File: src/hdl/spfd_pkg.sv
// Shared types and constants of the servo pulse failsafe fader.
// No dependencies; compiled first.
package spfd_pkg;

	localparam logic [1:0] OP_SET  = 2'd0;
	localparam logic [1:0] OP_DIS  = 2'd1;
	localparam logic [1:0] OP_TICK = 2'd2;

	localparam logic [2:0] REG_MIN_PULSE      = 3'd0;
	localparam logic [2:0] REG_MAX_PULSE      = 3'd1;
	localparam logic [2:0] REG_CENTER_PULSE   = 3'd2;
	localparam logic [2:0] REG_TIMEOUT_TICKS  = 3'd3;
	localparam logic [2:0] REG_CHECK_INTERVAL = 3'd4;
	localparam logic [2:0] REG_FADE_STEP      = 3'd5;
	localparam logic [2:0] REG_FAILSAFE_ON    = 3'd6;

	localparam logic [15:0] RST_MIN_PULSE      = 16'd1000;
	localparam logic [15:0] RST_MAX_PULSE      = 16'd2000;
	localparam logic [15:0] RST_CENTER_PULSE   = 16'd1500;
	localparam logic [15:0] RST_TIMEOUT_TICKS  = 16'd500;
	localparam logic [15:0] RST_CHECK_INTERVAL = 16'd50;
	localparam logic [15:0] RST_FADE_STEP      = 16'd20;

	localparam int QDEPTH = 2;

	typedef enum logic [1:0] {
		K_SET    = 2'd0,
		K_DIS    = 2'd1,
		K_REJECT = 2'd2,
		K_TICK   = 2'd3
	} kind_t;

	typedef struct packed {
		kind_t       kind;
		logic [3:0]  channel;
		logic [15:0] pulse_width;
	} q_entry_t;

	typedef struct packed {
		logic [3:0]  out_channel;
		logic [15:0] out_pulse;
		logic        accepted;
		logic        last;
	} rsp_beat_t;

endpackage

File: src/hdl/spfd_ifs.sv
// Channel interfaces: command input, result output, configuration write.
// No dependencies.
interface spfd_cmd_if;
	logic        valid;
	logic        ready;
	logic [1:0]  opcode;
	logic [3:0]  channel;
	logic [15:0] pulse_width;
	modport source(output valid, opcode, channel, pulse_width, input ready);
	modport sink(input valid, opcode, channel, pulse_width, output ready);
endinterface

interface spfd_rsp_if;
	logic        valid;
	logic        ready;
	logic [3:0]  out_channel;
	logic [15:0] out_pulse;
	logic        accepted;
	logic        last;
	modport source(output valid, out_channel, out_pulse, accepted, last, input ready);
	modport sink(input valid, out_channel, out_pulse, accepted, last, output ready);
endinterface

interface spfd_cfg_if;
	logic        valid;
	logic        ready;
	logic [2:0]  addr;
	logic [15:0] data;
	modport source(output valid, addr, data, input ready);
	modport sink(input valid, addr, data, output ready);
endinterface

File: src/hdl/spfd_front.sv
// Front end: accepts command beats, classifies them and pushes them to the queue.
// Depends on spfd_pkg and spfd_ifs.
module spfd_front import spfd_pkg::*; #(
	parameter int CHANNELS = 4
) (
	spfd_cmd_if.sink   cmd,
	input  logic       full,
	output logic       push,
	output q_entry_t   entry
);

	logic in_range;

	assign in_range  = {1'b0, cmd.channel} < 5'(CHANNELS);
	assign cmd.ready = !full;

	always_comb begin
		entry.channel     = cmd.channel;
		entry.pulse_width = cmd.pulse_width;
		entry.kind        = K_TICK;
		push              = 1'b0;
		unique case (cmd.opcode)
			OP_SET: begin
				entry.kind = in_range ? K_SET : K_REJECT;
				push       = cmd.valid && !full;
			end
			OP_DIS: begin
				entry.kind = in_range ? K_DIS : K_REJECT;
				push       = cmd.valid && !full;
			end
			OP_TICK: begin
				entry.kind = K_TICK;
				push       = cmd.valid && !full;
			end
			default: begin
				// unused opcode: taken and dropped
				push = 1'b0;
			end
		endcase
	end

endmodule

File: src/hdl/spfd_queue.sv
// Short FIFO of classified commands between front and back end.
// Depends on spfd_pkg.
module spfd_queue import spfd_pkg::*; (
	input  logic     clk,
	input  logic     arst_n,
	input  logic     push,
	input  q_entry_t wdata,
	output logic     full,
	output logic     rvalid,
	output q_entry_t rdata,
	input  logic     pop
);

	localparam int PW = (QDEPTH > 1) ? $clog2(QDEPTH) : 1;
	localparam int CW = $clog2(QDEPTH + 1);

	q_entry_t        mem_q [QDEPTH];
	logic [PW-1:0]   wptr_q;
	logic [PW-1:0]   rptr_q;
	logic [CW-1:0]   cnt_q;
	logic            do_push;
	logic            do_pop;

	assign full    = cnt_q == CW'(QDEPTH);
	assign rvalid  = cnt_q != '0;
	assign rdata   = mem_q[rptr_q];
	assign do_push = push && !full;
	assign do_pop  = pop && rvalid;

	always_ff @(posedge clk) begin
		if (do_push) begin
			mem_q[wptr_q] <= wdata;
		end
	end

	always_ff @(posedge clk or negedge arst_n) begin
		if (!arst_n) begin
			wptr_q <= '0;
			rptr_q <= '0;
			cnt_q  <= '0;
		end else begin
			if (do_push) begin
				wptr_q <= (wptr_q == PW'(QDEPTH - 1)) ? '0 : wptr_q + PW'(1);
			end
			if (do_pop) begin
				rptr_q <= (rptr_q == PW'(QDEPTH - 1)) ? '0 : rptr_q + PW'(1);
			end
			if (do_push && !do_pop) begin
				cnt_q <= cnt_q + CW'(1);
			end else if (do_pop && !do_push) begin
				cnt_q <= cnt_q - CW'(1);
			end
		end
	end

endmodule

File: src/hdl/spfd_back.sv
// Back end: config registers, channel pulse and age stores, failsafe walk, result register.
// Depends on spfd_pkg and spfd_ifs.
module spfd_back import spfd_pkg::*; #(
	parameter int CHANNELS = 4
) (
	input  logic       clk,
	input  logic       arst_n,
	input  logic       q_valid,
	input  q_entry_t   q_entry,
	output logic       q_pop,
	spfd_rsp_if.source rsp,
	spfd_cfg_if.sink   cfg
);

	localparam int CH_W = (CHANNELS > 1) ? $clog2(CHANNELS) : 1;
	localparam logic [CH_W-1:0] LAST_IDX = CH_W'(CHANNELS - 1);

	typedef enum logic [2:0] {
		S_IDLE  = 3'b001,
		S_WALK  = 3'b010,
		S_FLUSH = 3'b100
	} state_t;

	logic [15:0] min_q, max_q, center_q, timeout_q, interval_q, step_q;
	logic        fs_on_q;

	logic [15:0] pulse_q [CHANNELS];
	logic [15:0] age_q   [CHANNELS];
	logic [15:0] cc_q;
	state_t      st_q;
	logic [CH_W-1:0] idx_q;
	logic        pend_v_q;
	logic [3:0]  pend_ch_q;
	logic [15:0] pend_pw_q;
	logic        out_v_q;
	rsp_beat_t   out_q;

	logic            out_free;
	logic [CH_W-1:0] set_idx;
	logic [15:0]     set_val;
	logic [15:0]     cur, age_cur, diff, nv, fin;
	logic            chg, walk_stall;
	logic [15:0]     cc_inc;
	logic            pass_due;

	function automatic logic [15:0] clamp_pw(input logic [15:0] w, input logic [15:0] lo,
		input logic [15:0] hi);
		logic [15:0] r;
		if (w < lo) begin
			r = lo;
		end else if (w > hi) begin
			r = hi;
		end else begin
			r = w;
		end
		return r;
	endfunction

	assign cfg.ready = 1'b1;

	always_ff @(posedge clk or negedge arst_n) begin
		if (!arst_n) begin
			min_q      <= RST_MIN_PULSE;
			max_q      <= RST_MAX_PULSE;
			center_q   <= RST_CENTER_PULSE;
			timeout_q  <= RST_TIMEOUT_TICKS;
			interval_q <= RST_CHECK_INTERVAL;
			step_q     <= RST_FADE_STEP;
			fs_on_q    <= 1'b1;
		end else if (cfg.valid) begin
			unique case (cfg.addr)
				REG_MIN_PULSE:      min_q      <= cfg.data;
				REG_MAX_PULSE:      max_q      <= cfg.data;
				REG_CENTER_PULSE:   center_q   <= cfg.data;
				REG_TIMEOUT_TICKS:  timeout_q  <= cfg.data;
				REG_CHECK_INTERVAL: interval_q <= cfg.data;
				REG_FADE_STEP:      step_q     <= cfg.data;
				REG_FAILSAFE_ON:    fs_on_q    <= cfg.data[0];
				default: ;
			endcase
		end
	end

	assign out_free = !out_v_q || rsp.ready;
	assign q_pop    = (st_q == S_IDLE) && q_valid && out_free;
	assign set_idx  = q_entry.channel[CH_W-1:0];
	assign set_val  = clamp_pw(q_entry.pulse_width, min_q, max_q);
	assign cc_inc   = cc_q + 16'd1;
	assign pass_due = cc_inc >= interval_q;

	// fade unit, one channel per cycle unless a result stall holds the walk
	assign cur     = pulse_q[idx_q];
	assign age_cur = age_q[idx_q];
	always_comb begin
		if (cur > center_q) begin
			diff = cur - center_q;
			nv   = (diff <= step_q) ? center_q : cur - step_q;
		end else begin
			diff = center_q - cur;
			nv   = (diff <= step_q) ? center_q : cur + step_q;
		end
		fin = clamp_pw(nv, min_q, max_q);
	end
	assign chg        = (age_cur >= timeout_q) && (cur != center_q) && (fin != cur);
	assign walk_stall = chg && pend_v_q && !out_free;

	always_ff @(posedge clk or negedge arst_n) begin
		if (!arst_n) begin
			for (int i = 0; i < CHANNELS; i++) begin
				pulse_q[i] <= RST_CENTER_PULSE;
				age_q[i]   <= '0;
			end
			cc_q      <= '0;
			st_q      <= S_IDLE;
			idx_q     <= '0;
			pend_v_q  <= 1'b0;
			pend_ch_q <= '0;
			pend_pw_q <= '0;
			out_v_q   <= 1'b0;
			out_q     <= '0;
		end else begin
			if (rsp.ready) begin
				out_v_q <= 1'b0;
			end
			unique case (st_q)
				S_IDLE: begin
					if (q_pop) begin
						unique case (q_entry.kind)
							K_SET: begin
								pulse_q[set_idx] <= set_val;
								age_q[set_idx]   <= '0;
								out_v_q <= 1'b1;
								out_q   <= '{q_entry.channel, set_val, 1'b1, 1'b1};
							end
							K_DIS: begin
								pulse_q[set_idx] <= '0;
								out_v_q <= 1'b1;
								out_q   <= '{q_entry.channel, 16'd0, 1'b1, 1'b1};
							end
							K_REJECT: begin
								out_v_q <= 1'b1;
								out_q   <= '{q_entry.channel, 16'd0, 1'b0, 1'b1};
							end
							K_TICK: begin
								for (int i = 0; i < CHANNELS; i++) begin
									if (age_q[i] < timeout_q) begin
										age_q[i] <= age_q[i] + 16'd1;
									end
								end
								if (pass_due) begin
									cc_q <= '0;
									if (fs_on_q) begin
										st_q     <= S_WALK;
										idx_q    <= '0;
										pend_v_q <= 1'b0;
									end
								end else begin
									cc_q <= cc_inc;
								end
							end
							default: ;
						endcase
					end
				end
				S_WALK: begin
					if (!walk_stall) begin
						if (chg) begin
							pulse_q[idx_q] <= fin;
							if (pend_v_q) begin
								out_v_q <= 1'b1;
								out_q   <= '{pend_ch_q, pend_pw_q, 1'b1, 1'b0};
							end
							pend_v_q  <= 1'b1;
							pend_ch_q <= 4'(idx_q);
							pend_pw_q <= fin;
						end
						if (idx_q == LAST_IDX) begin
							st_q <= (pend_v_q || chg) ? S_FLUSH : S_IDLE;
						end else begin
							idx_q <= idx_q + CH_W'(1);
						end
					end
				end
				S_FLUSH: begin
					if (out_free) begin
						out_v_q  <= 1'b1;
						out_q    <= '{pend_ch_q, pend_pw_q, 1'b1, 1'b1};
						pend_v_q <= 1'b0;
						st_q     <= S_IDLE;
					end
				end
				default: st_q <= S_IDLE;
			endcase
		end
	end

	assign rsp.valid       = out_v_q;
	assign rsp.out_channel = out_q.out_channel;
	assign rsp.out_pulse   = out_q.out_pulse;
	assign rsp.accepted    = out_q.accepted;
	assign rsp.last        = out_q.last;

	a_walk_idx: assert property (@(posedge clk) disable iff (!arst_n)
		st_q == S_WALK |-> idx_q <= LAST_IDX)
		else $error("walk index past last channel");

	a_flush_pend: assert property (@(posedge clk) disable iff (!arst_n)
		st_q == S_FLUSH |-> pend_v_q)
		else $error("flush without pending result");

	a_cmd_result: assert property (@(posedge clk) disable iff (!arst_n)
		q_pop && q_entry.kind != K_TICK |=> out_v_q && out_q.last)
		else $error("command gave no final result");

	a_reject_zero: assert property (@(posedge clk) disable iff (!arst_n)
		out_v_q && !out_q.accepted |-> out_q.out_pulse == 16'd0 && out_q.last)
		else $error("rejected beat malformed");

endmodule

File: src/hdl/servo_pulse_failsafe_fader_top.sv
// Servo pulse store with fade-to-center failsafe: top level.
// A set or disable command gives one result beat. When a tick triggers a failsafe pass, the
// back end walks the channels one per cycle through a single fade unit, except while a
// result stall holds the walk. A two-entry command queue lets the front keep taking beats
// meanwhile. The single result register holds a beat until it is taken. The next command,
// or a walk step that has a beat to hand over, starts no earlier than the cycle in which
// that beat is taken. Config writes are always taken.
// Depends on spfd_pkg, spfd_ifs, spfd_front, spfd_queue and spfd_back.
module servo_pulse_failsafe_fader_top import spfd_pkg::*; #(
	parameter int CHANNELS = 4
) (
	input  logic       clk,
	input  logic       arst_n,
	spfd_cmd_if.sink   cmd,
	spfd_rsp_if.source rsp,
	spfd_cfg_if.sink   cfg
);

	logic     push, full, q_valid, q_pop;
	q_entry_t w_entry, r_entry;

	spfd_front #(.CHANNELS(CHANNELS)) u_front (
		.cmd   (cmd),
		.full  (full),
		.push  (push),
		.entry (w_entry)
	);

	spfd_queue u_queue (
		.clk    (clk),
		.arst_n (arst_n),
		.push   (push),
		.wdata  (w_entry),
		.full   (full),
		.rvalid (q_valid),
		.rdata  (r_entry),
		.pop    (q_pop)
	);

	spfd_back #(.CHANNELS(CHANNELS)) u_back (
		.clk     (clk),
		.arst_n  (arst_n),
		.q_valid (q_valid),
		.q_entry (r_entry),
		.q_pop   (q_pop),
		.rsp     (rsp),
		.cfg     (cfg)
	);

endmodule
File: src/flat_wrapper.sv
// flat-port wrapper written by rule: the top's interface ports become plain ports
module servo_pulse_failsafe_fader_top_flat import spfd_pkg::*;
#(
	parameter int CHANNELS = 4
)
  (clk, arst_n, cmd_valid, cmd_opcode, cmd_channel, cmd_pulse_width, cmd_ready, rsp_valid, rsp_out_channel, rsp_out_pulse, rsp_accepted, rsp_last, rsp_ready, cfg_valid, cfg_addr, cfg_data, cfg_ready);
  spfd_cmd_if cmd_i ();
  spfd_rsp_if rsp_i ();
  spfd_cfg_if cfg_i ();
  input  logic clk;
  input  logic arst_n;
  input wire logic [$bits(cmd_i.valid)-1:0] cmd_valid;
  input wire logic [$bits(cmd_i.opcode)-1:0] cmd_opcode;
  input wire logic [$bits(cmd_i.channel)-1:0] cmd_channel;
  input wire logic [$bits(cmd_i.pulse_width)-1:0] cmd_pulse_width;
  output wire logic [$bits(cmd_i.ready)-1:0] cmd_ready;
  output wire logic [$bits(rsp_i.valid)-1:0] rsp_valid;
  output wire logic [$bits(rsp_i.out_channel)-1:0] rsp_out_channel;
  output wire logic [$bits(rsp_i.out_pulse)-1:0] rsp_out_pulse;
  output wire logic [$bits(rsp_i.accepted)-1:0] rsp_accepted;
  output wire logic [$bits(rsp_i.last)-1:0] rsp_last;
  input wire logic [$bits(rsp_i.ready)-1:0] rsp_ready;
  input wire logic [$bits(cfg_i.valid)-1:0] cfg_valid;
  input wire logic [$bits(cfg_i.addr)-1:0] cfg_addr;
  input wire logic [$bits(cfg_i.data)-1:0] cfg_data;
  output wire logic [$bits(cfg_i.ready)-1:0] cfg_ready;
  assign cmd_i.valid = cmd_valid;
  assign cmd_i.opcode = cmd_opcode;
  assign cmd_i.channel = cmd_channel;
  assign cmd_i.pulse_width = cmd_pulse_width;
  assign cmd_ready = cmd_i.ready;
  assign rsp_valid = rsp_i.valid;
  assign rsp_out_channel = rsp_i.out_channel;
  assign rsp_out_pulse = rsp_i.out_pulse;
  assign rsp_accepted = rsp_i.accepted;
  assign rsp_last = rsp_i.last;
  assign rsp_i.ready = rsp_ready;
  assign cfg_i.valid = cfg_valid;
  assign cfg_i.addr = cfg_addr;
  assign cfg_i.data = cfg_data;
  assign cfg_ready = cfg_i.ready;
  servo_pulse_failsafe_fader_top #(.CHANNELS(CHANNELS)) u_core (.clk(clk), .arst_n(arst_n), .cmd(cmd_i), .rsp(rsp_i), .cfg(cfg_i));
endmodule
File: config.mk
export PLATFORM = sky130hd
export DESIGN_NAME = servo_pulse_failsafe_fader_top_flat
export DESIGN_NICKNAME = d
export VERILOG_FILES = /design/src/hdl/spfd_pkg.sv /design/src/hdl/spfd_ifs.sv /design/src/hdl/spfd_front.sv /design/src/hdl/spfd_queue.sv /design/src/hdl/spfd_back.sv /design/src/hdl/servo_pulse_failsafe_fader_top.sv /design/src/flat_wrapper.sv
export SDC_FILE = /design/constraint.sdc
export NUM_CORES = 1
export LEC_CHECK = 0
export ABC_AREA = 1
export BUFFER_PORTS_ARGS = -buffer_cell sky130_fd_sc_hd__buf_2
export CAP_MARGIN = 5
export CORE_MARGIN = 2
export CORE_UTILIZATION = 40
export CTS_CLUSTER_DIAMETER = 200
export CTS_CLUSTER_SIZE = 16
export DETAILED_ROUTE_END_ITERATION = 16
export SLEW_MARGIN = 10
export SYNTH_ARGS = -nofsm -noshare
export SYNTH_HDL_FRONTEND = slang
export SYNTH_SLANG_ARGS = --single-unit
File: constraint.sdc
create_clock -name clk -period 10.3 [get_ports clk]
set_input_delay 0.515 -clock clk [delete_from_list [all_inputs] [get_ports clk]]
set_output_delay 0.515 -clock clk [all_outputs]
set_load 0.01 [all_outputs]
# Yosys cells after proc, flatten, opt, wreduce, memory -nomap -nowiden
# Memories as Yosys holds them, arrays and structs flattened.
# Index checks and enable logic that the tools add are counted.
op_classes:
  reduce_logical: 48
  addsub: 14
  muxes: 79
  n_bitwise: 6
  eq_ne: 34
  n_lt_le_gt_ge: 18
ops:
  columns: ["cell", "count"]
  rows:
  - ["64-bit case mux with 2 select lines", 3]
  - ["16-bit two-way mux", 18]
  - ["64-bit two-way mux", 3]
  - ["22-bit case mux with 3 select lines", 2]
  - ["64-bit AND", 2]
  - ["64-bit bitwise mux", 2]
  - ["22-bit two-way mux", 5]
  - ["16-bit less-than comparator", 6]
  - ["16-bit by 1-bit adder with 16-bit output (second input constant)", 5]
  - ["16-bit binary-select mux with 2-bit select", 2]
  - ["16-bit demux with 2-bit select", 2]
  - ["64-bit inverter", 1]
  - ["16-bit greater-than comparator", 3]
  - ["16-bit subtractor", 3]
  - ["16-bit greater-or-equal comparator", 2]
  - ["16-bit less-or-equal comparator", 2]
  - ["16-bit != test", 2]
  - ["3-bit two-way mux", 8]
  - ["2-bit != test (second input constant)", 12]
  - ["7-bit AND reduction", 3]
  - ["2-bit two-way mux", 10]
  - ["1-bit two-way mux", 19]
  - ["16-bit adder", 1]
  - ["4-bit AND reduction", 4]
  - ["other kinds (31)", 79]
totals:
  ff_bits: 292
  elab_cells: 229
  in_bits: 46
  ramBits: 44
  mem_count: 1
memory_table:
  columns: ["name", "depth", "word_bits", "rd", "rd_ports_with_merged_regs", "write_ports", "line_no", "source"]
  rows:
  - ["u_core.u_queue.mem_q", 2, 22, 1, 0, 1, "spfd_queue.sv:17", "q_entry_t mem_q [QDEPTH];"]

# Logic depth before layout (Yosys ltp)
logic_depth:
  word_depth: 18
  depth_mapped: 56

# Cells and area by module
# A second synthesis with hierarchy kept.
unflattened:
  hier_cells: 3597
  area_unflattened_um2: 26173.9
modules_own_cells:
  columns: ["module", "area_per_inst_um2", "instances", "cells_per_inst", "seq_area_each_um2"]
  rows:
  - ["spfd_back", 24150.7, 1, 3422, 7282.0]
  - ["spfd_queue", 1836.8, 1, 146, 1421.4]
  - ["spfd_front", 186.4, 1, 29, 0.0]

# Worst setup path after synthesis
# No wires, ideal clock.
synth_timing:
  kind: "flip-flop to flip-flop"
  from: "reg u_core.u_back.idx_q[0]"
  to: "reg u_core.u_back.pulse_q[41] in the netlist's numbering"
  arrival_ns: 7.210
  setup_time_ns: 0.119
  path_stages_with_launch: 45
  setup_slack_ns: 2.971
  required_time_ns: 10.181
  path_cell_list: "dfrtp_1 > clkbuf_1 > buf_1 > nand2_1 > a32oi_1 > inv_1 > ha_1 > a21oi_1 > inv_1 > a21oi_1 > o221ai_1 > nand2_1 > o2111ai_1 > xnor2_1 > inv_1 > ha_1 > nand2_1 > nor3_1 > [... 9 more ...] > a21oi_1 > nor2_1 > a2111oi_2 > clkbuf_1 > nand3_1 > nand2_2 > nand2_1 > nand2_1 > nor2_1 > nand2_1 > nor2_1 > nand2_2 > nand2_2 > a21oi_4 > nand4_4 > buf_2 > nand2_1 > nand2_1"
synth_between:
  elab_chain_len: 17
  word_cells_on_any_way: 40
  classes_between: "4 x add/sub; 8 x order compare; 4 x eq/ne; 17 x mux; 1 x bitwise; 6 x reduce/logical"
synth_rtl:
  columns: ["item", "line_no", "source"]
  rows:
  - ["from (decl)", "spfd_back.sv:31", "logic [CH_W-1:0] idx_q;"]
  - ["from (signal assigned)", "spfd_back.sv:180", "idx_q <= idx_q + CH_W'(1);"]
  - ["2-bit inverter with 3-bit output (not written as such) (*)", "spfd_back.sv:92, spfd_back.sv:93, spfd_back.sv:168", null]
  - ["16-bit binary-select mux with 2-bit select", "spfd_back.sv:92", "assign cur = pulse_q[idx_q];"]
  - ["16-bit two-way mux (not written as such) (2 in series)", "spfd_back.sv:92", null]
  - ["16-bit subtractor, on equally long branches", "spfd_back.sv:99, spfd_back.sv:96", null]
  - ["16-bit less-or-equal comparator, on equally long branches", "spfd_back.sv:100, spfd_back.sv:97", null]
  - ["16-bit two-way mux, on equally long branches", "spfd_back.sv:100, spfd_back.sv:97", null]
  - ["16-bit two-way mux", "spfd_back.sv:95", "if (cur > center_q) begin"]
  - ["16-bit greater-than comparator", "spfd_back.sv:51", "end else if (w > hi) begin"]
  - ["16-bit two-way mux", "spfd_back.sv:51", null]
  - ["16-bit two-way mux", "spfd_back.sv:49", "if (w < lo) begin"]
  - ["16-bit != test", "spfd_back.sv:104", "assign chg = (age_cur >= timeout_q) && (cur != center_q) && (fin != cur);"]
  - ["1-bit logical AND", "spfd_back.sv:104", null]
  - ["1-bit logical AND (2 in series)", "spfd_back.sv:105", "assign walk_stall = chg && pend_v_q && !out_free;"]
  - ["2-bit != test (no line)", null, null]
  - ["5-bit AND reduction (no line)", null, null]
  - ["to (signal, indexed assignment)", "spfd_back.sv:130", "pulse_q[set_idx] <= set_val;"]
  - ["to (signal, indexed assignment)", "spfd_back.sv:168", "pulse_q[idx_q] <= fin;"]
  - ["to (decl)", "spfd_back.sv:27", "logic [15:0] pulse_q [CHANNELS];"]
# Every way passes the cells marked *; elsewhere a longest branch is shown, timed or not. The select of a mux whose other input is x is not followed.
# A chain may end at the register's enable or synchronous reset.

# Worst setup path in the final report
layout_timing:
  from: "reg u_core.u_back.idx_q[0]"
  to: "reg u_core.u_back.out_q, in the netlist u_core.u_back.rsp.out_pulse[15]"
layout_between:
  elab_chain_len: 17
  word_cells_on_any_way: 31
  classes_between: "4 x add/sub; 6 x order compare; 4 x eq/ne; 11 x mux; 1 x bitwise; 5 x reduce/logical"
layout_rtl:
  columns: ["item", "line_no", "source"]
  rows:
  - ["2-bit inverter with 3-bit output (not written as such) (*)", "spfd_back.sv:92, spfd_back.sv:93", null]
  - ["16-bit binary-select mux with 2-bit select", "spfd_back.sv:92", null]
  - ["16-bit two-way mux (not written as such) (2 in series)", "spfd_back.sv:92", null]
  - ["16-bit subtractor, on equally long branches", "spfd_back.sv:99, spfd_back.sv:96", null]
  - ["16-bit less-or-equal comparator, on equally long branches", "spfd_back.sv:100, spfd_back.sv:97", null]
  - ["16-bit two-way mux, on equally long branches", "spfd_back.sv:100, spfd_back.sv:97", null]
  - ["16-bit two-way mux", "spfd_back.sv:95", null]
  - ["16-bit greater-than comparator", "spfd_back.sv:51", null]
  - ["16-bit two-way mux", "spfd_back.sv:51", null]
  - ["16-bit two-way mux", "spfd_back.sv:49", null]
  - ["16-bit != test", "spfd_back.sv:104", null]
  - ["1-bit logical AND (*)", "spfd_back.sv:104", null]
  - ["1-bit logical AND (2 in series)", "spfd_back.sv:105", null]
  - ["2-bit != test (no line)", null, null]
  - ["7-bit AND reduction (no line) (*)", null, null]
  - ["to (signal assigned)", "spfd_back.sv:133", "out_q <= '{q_entry.channel, set_val, 1'b1, 1'b1};"]
  - ["to (signal assigned)", "spfd_back.sv:138", "out_q <= '{q_entry.channel, 16'd0, 1'b1, 1'b1};"]
  - ["to (signal assigned)", "spfd_back.sv:142", "out_q <= '{q_entry.channel, 16'd0, 1'b0, 1'b1};"]
  - ["to (decl)", "spfd_back.sv:36", "rsp_beat_t out_q;"]
# Marks and branches as above.

==> summary.md <==
| Metric | Value |
|---|---|
| Status | finished with violations |
| Failing checks | hold timing |
| Row cnt | 93 |
| Grt ovf | 0 |
| RSZ-0062 raised after global routing | false |
| Hold Crit Class | input port to async pin |
| Drt total wl | 85.32 mm |
| Sequential share of the synthesized area | 33.19% |
| Worst-Margin Slew | 1.298 ns |
| MaxCap Viol Count | 0 |
| Count of cell types in the netlist | 64 |
| Net count, final | 3879 |
| Reg-to-reg slack, setup | 0.95 ns |
| Post-route setup TNS | 0 ns |
| Largest stage delay, worst path | 0.77 ns |
| Clock root buffer | clkbuf_16 |
| Core area | 64580 µm² |
| Share of the synthesized area in the top cell type | 22.14% |
| Cts bufs inserted | 24 |
| Initial antenna violation count | 1 |
| N_diodes | 0 |
| Share of layout cells above drive strength 1 | 7.531% |
| Worst EP required | 10.76 ns |
| Commonest cells in the netlist | nand2_1, o21ai_0, inv_1 |
| Worst-path clk slew | 0.09 ns |
| ANT nets after route | 0 |
| Maximum clock frequency | 107.0 MHz |
| Final Hold Violating Endpoints | 6 |
| CP max FO | 50 |
| Post-route clock period utilization | 90.75% |
| Reg2Reg Capture Point | u_core.u_back.rsp.out_pulse[15] |
| Fin. max-slew vios | 0 |
| R2r startpoint | u_core.u_back.idx_q[0] |
| First-pass GRT wire length | 133.4 mm |
| Final setup viols | 0 |
| Top_reg_cell synth | dfrtp_1 |
| Synthesized net count | 3895 |
| Vias in the first global route | 22780 |
| Seq cells post-synth | 336 |
| Clock sinks | 336 |
| Mapped Cells | 3583 |
| Largest net degree at the start of global routing | 97 |
| CP Class | register to register |
| # port buffers | 69 |
| Dpl hpwl | 64.25 mm |
| Die height | 260.0 µm |
| Avg Cell Area, Syn | 7.318 µm² |
| Via Count | 24690 |
| RePlAce Congestion | 0.9616 |
| CP startpoint kind | register |
| Arrival time worst endpoint | 9.81 ns |
| Top-count cell post-synth | nand2_1 |
| CP max stage cell | a32oi_1 |
| Fin Hold WS | -0.02786 ns |
| Clock tree from TritonCTS | done |
| Ports | 71 |
| DRC viols | 0 |
| CP most frequent cell | nand2_1 |
| Synth top area cells | dfrtp_1, ha_1, nand2_1 |
| Worst-Skew Late Latency | 0.58 ns |
| CP startpoint | u_core.u_back.idx_q[0] |
| Final Skew | 0.03708 ns |
| Post-synth ARST share | 86.90% |
| Routed WL per cell | 19.22 µm |
| Vias per cell | 5.560 |
| CP endpoint kind | register |
| Layout area overhead | 7.020% |
| Post-synth top area cell | dfrtp_1 |
| Starting DRC count in detailed routing | 2642 |
| Die X | 260.0 µm |
| Detailed Routing Iterations Pass 1 | 6 |
| Top flop regs | u_core.u_back.age_q (64), u_core.u_back.pulse_q (64), u_core.u_queue.mem_q (44) |
| Initial Util | 40.60% |
| Worst rel slew slack | 12.55% |
| Post-Syn Area | 26220 µm² |
| CTS H-Tree Depth | 1 |
| Fin crit period | 9.347 ns |
| Number of synthesis warnings | 0 |
| CTS Buffer Depth | 3 |
| EDFF count, synth | 44 |
| Tot GR Track Use | 24.98% |
| Worst R2R Path Depth | 42 |
| Die ar. | 67610 µm² |
==> final cells by class <==
type                    instances  area (µm²)
flip-flops and latches        336        8705
well taps                     855        1070
multi-input cells            2663       15260
clock buffers                  44       696.9
fillers                      6672       36520
inverters                     424        1594
repair buffers                118       735.7
==> per-stage QoR <==
stage / hold WS, ns / instances / setup slack, ns / instance area (µm²) / utilization, %
after global routing: 0.03719 / 4440 / 0.07307 / 28060 / 43.45
after global placement: 0.4543 / 4396 / 1.032 / 27350 / 42.35
after floorplan: 0.2194 / 3583 / 2.971 / 26220 / -
after CTS: 0.006814 / 4440 / 0.9589 / 28040 / 43.43
after detailed placement: 0.4540 / 4396 / 1.013 / 27350 / 42.35
final: -0.02786 / 4440 / 0.9530 / 28060 / 43.45
==> logic make-up after synthesis <==
group / after synthesis / share of synthesized area [%]
AND/OR/NAND/NOR: 1449 / 23.79
multiplexers: 18 / 0.6919
XOR/XNOR: 64 / 2.138
AO/OA/AOI/OAI: 865 / 18.58
buffers and inverters: 584 / 8.781
adder cells (fa/ha/maj): 266 / 12.81
flip-flops: 336 / 33.19
other: 1 / 0.01430
==> what timing repair did <==
action	in CTS	in global routing
hold buffers	0	0
endpoints found under the setup margin	0	24
buffers inserted	0	0
gates resized for setup	0	2
endpoints found under the hold margin	0	0
==> per-layer routing <==
layer	track usage [%]	routed length [µm]	up-vias
met2	37.34	36010	915
li1	-	-	12080
met1	37.22	40340	11590
met5	0	0	-
met3	4.415	7001	105
met4	5.667	1969	0
==> worst max path at each step <==
| stage | to | slack, ns | cells after the start |
|---|---|---|---|
| floorplan | u_core.u_back.pulse_q[41] | 2.97 | 44 |
| global placement | u_core.u_back.rsp.out_pulse[5] | 1.03 | 43 |
| detailed placement | u_core.u_back.rsp.out_pulse[3] | 1.01 | 43 |
| CTS | u_core.u_back.rsp.out_pulse[3] | 0.96 | 43 |
| global route | u_core.u_back.rsp.accepted | 0.07 | 43 |
| finish | u_core.u_back.rsp.out_pulse[15] | 0.95 | 42 |
==> cells in the final DEF, fill, tap and decap left out, drive strengths merged, types with 15 or more instances in the layout <==
master,count
nand2,887
o21ai,430
inv,418
ha,262
a21oi,233
dfrtp,232
nor2,211
nand3,200
buf,118
nand4,101
dfstp,60
xor2,56
edfxtp,44
clkbuf,44
o211ai,38
o22ai,36
nor3,32
o21a,22
mux2i,17
a32oi,15
==> worst max-delay path, delay by kind of cell (launching register included) <==
family          cells  cell delay, ns
simple gates       24            3.90
compound gates      9            2.30
fa+ha+maj           3            1.09
xor+xnor            1            0.16
flops               1            0.56
buf+inv             5            1.15
Power is left out: the tool's default activity adds up to more than one toggle a clock period on the data nets, which glitch-free logic cannot reach.
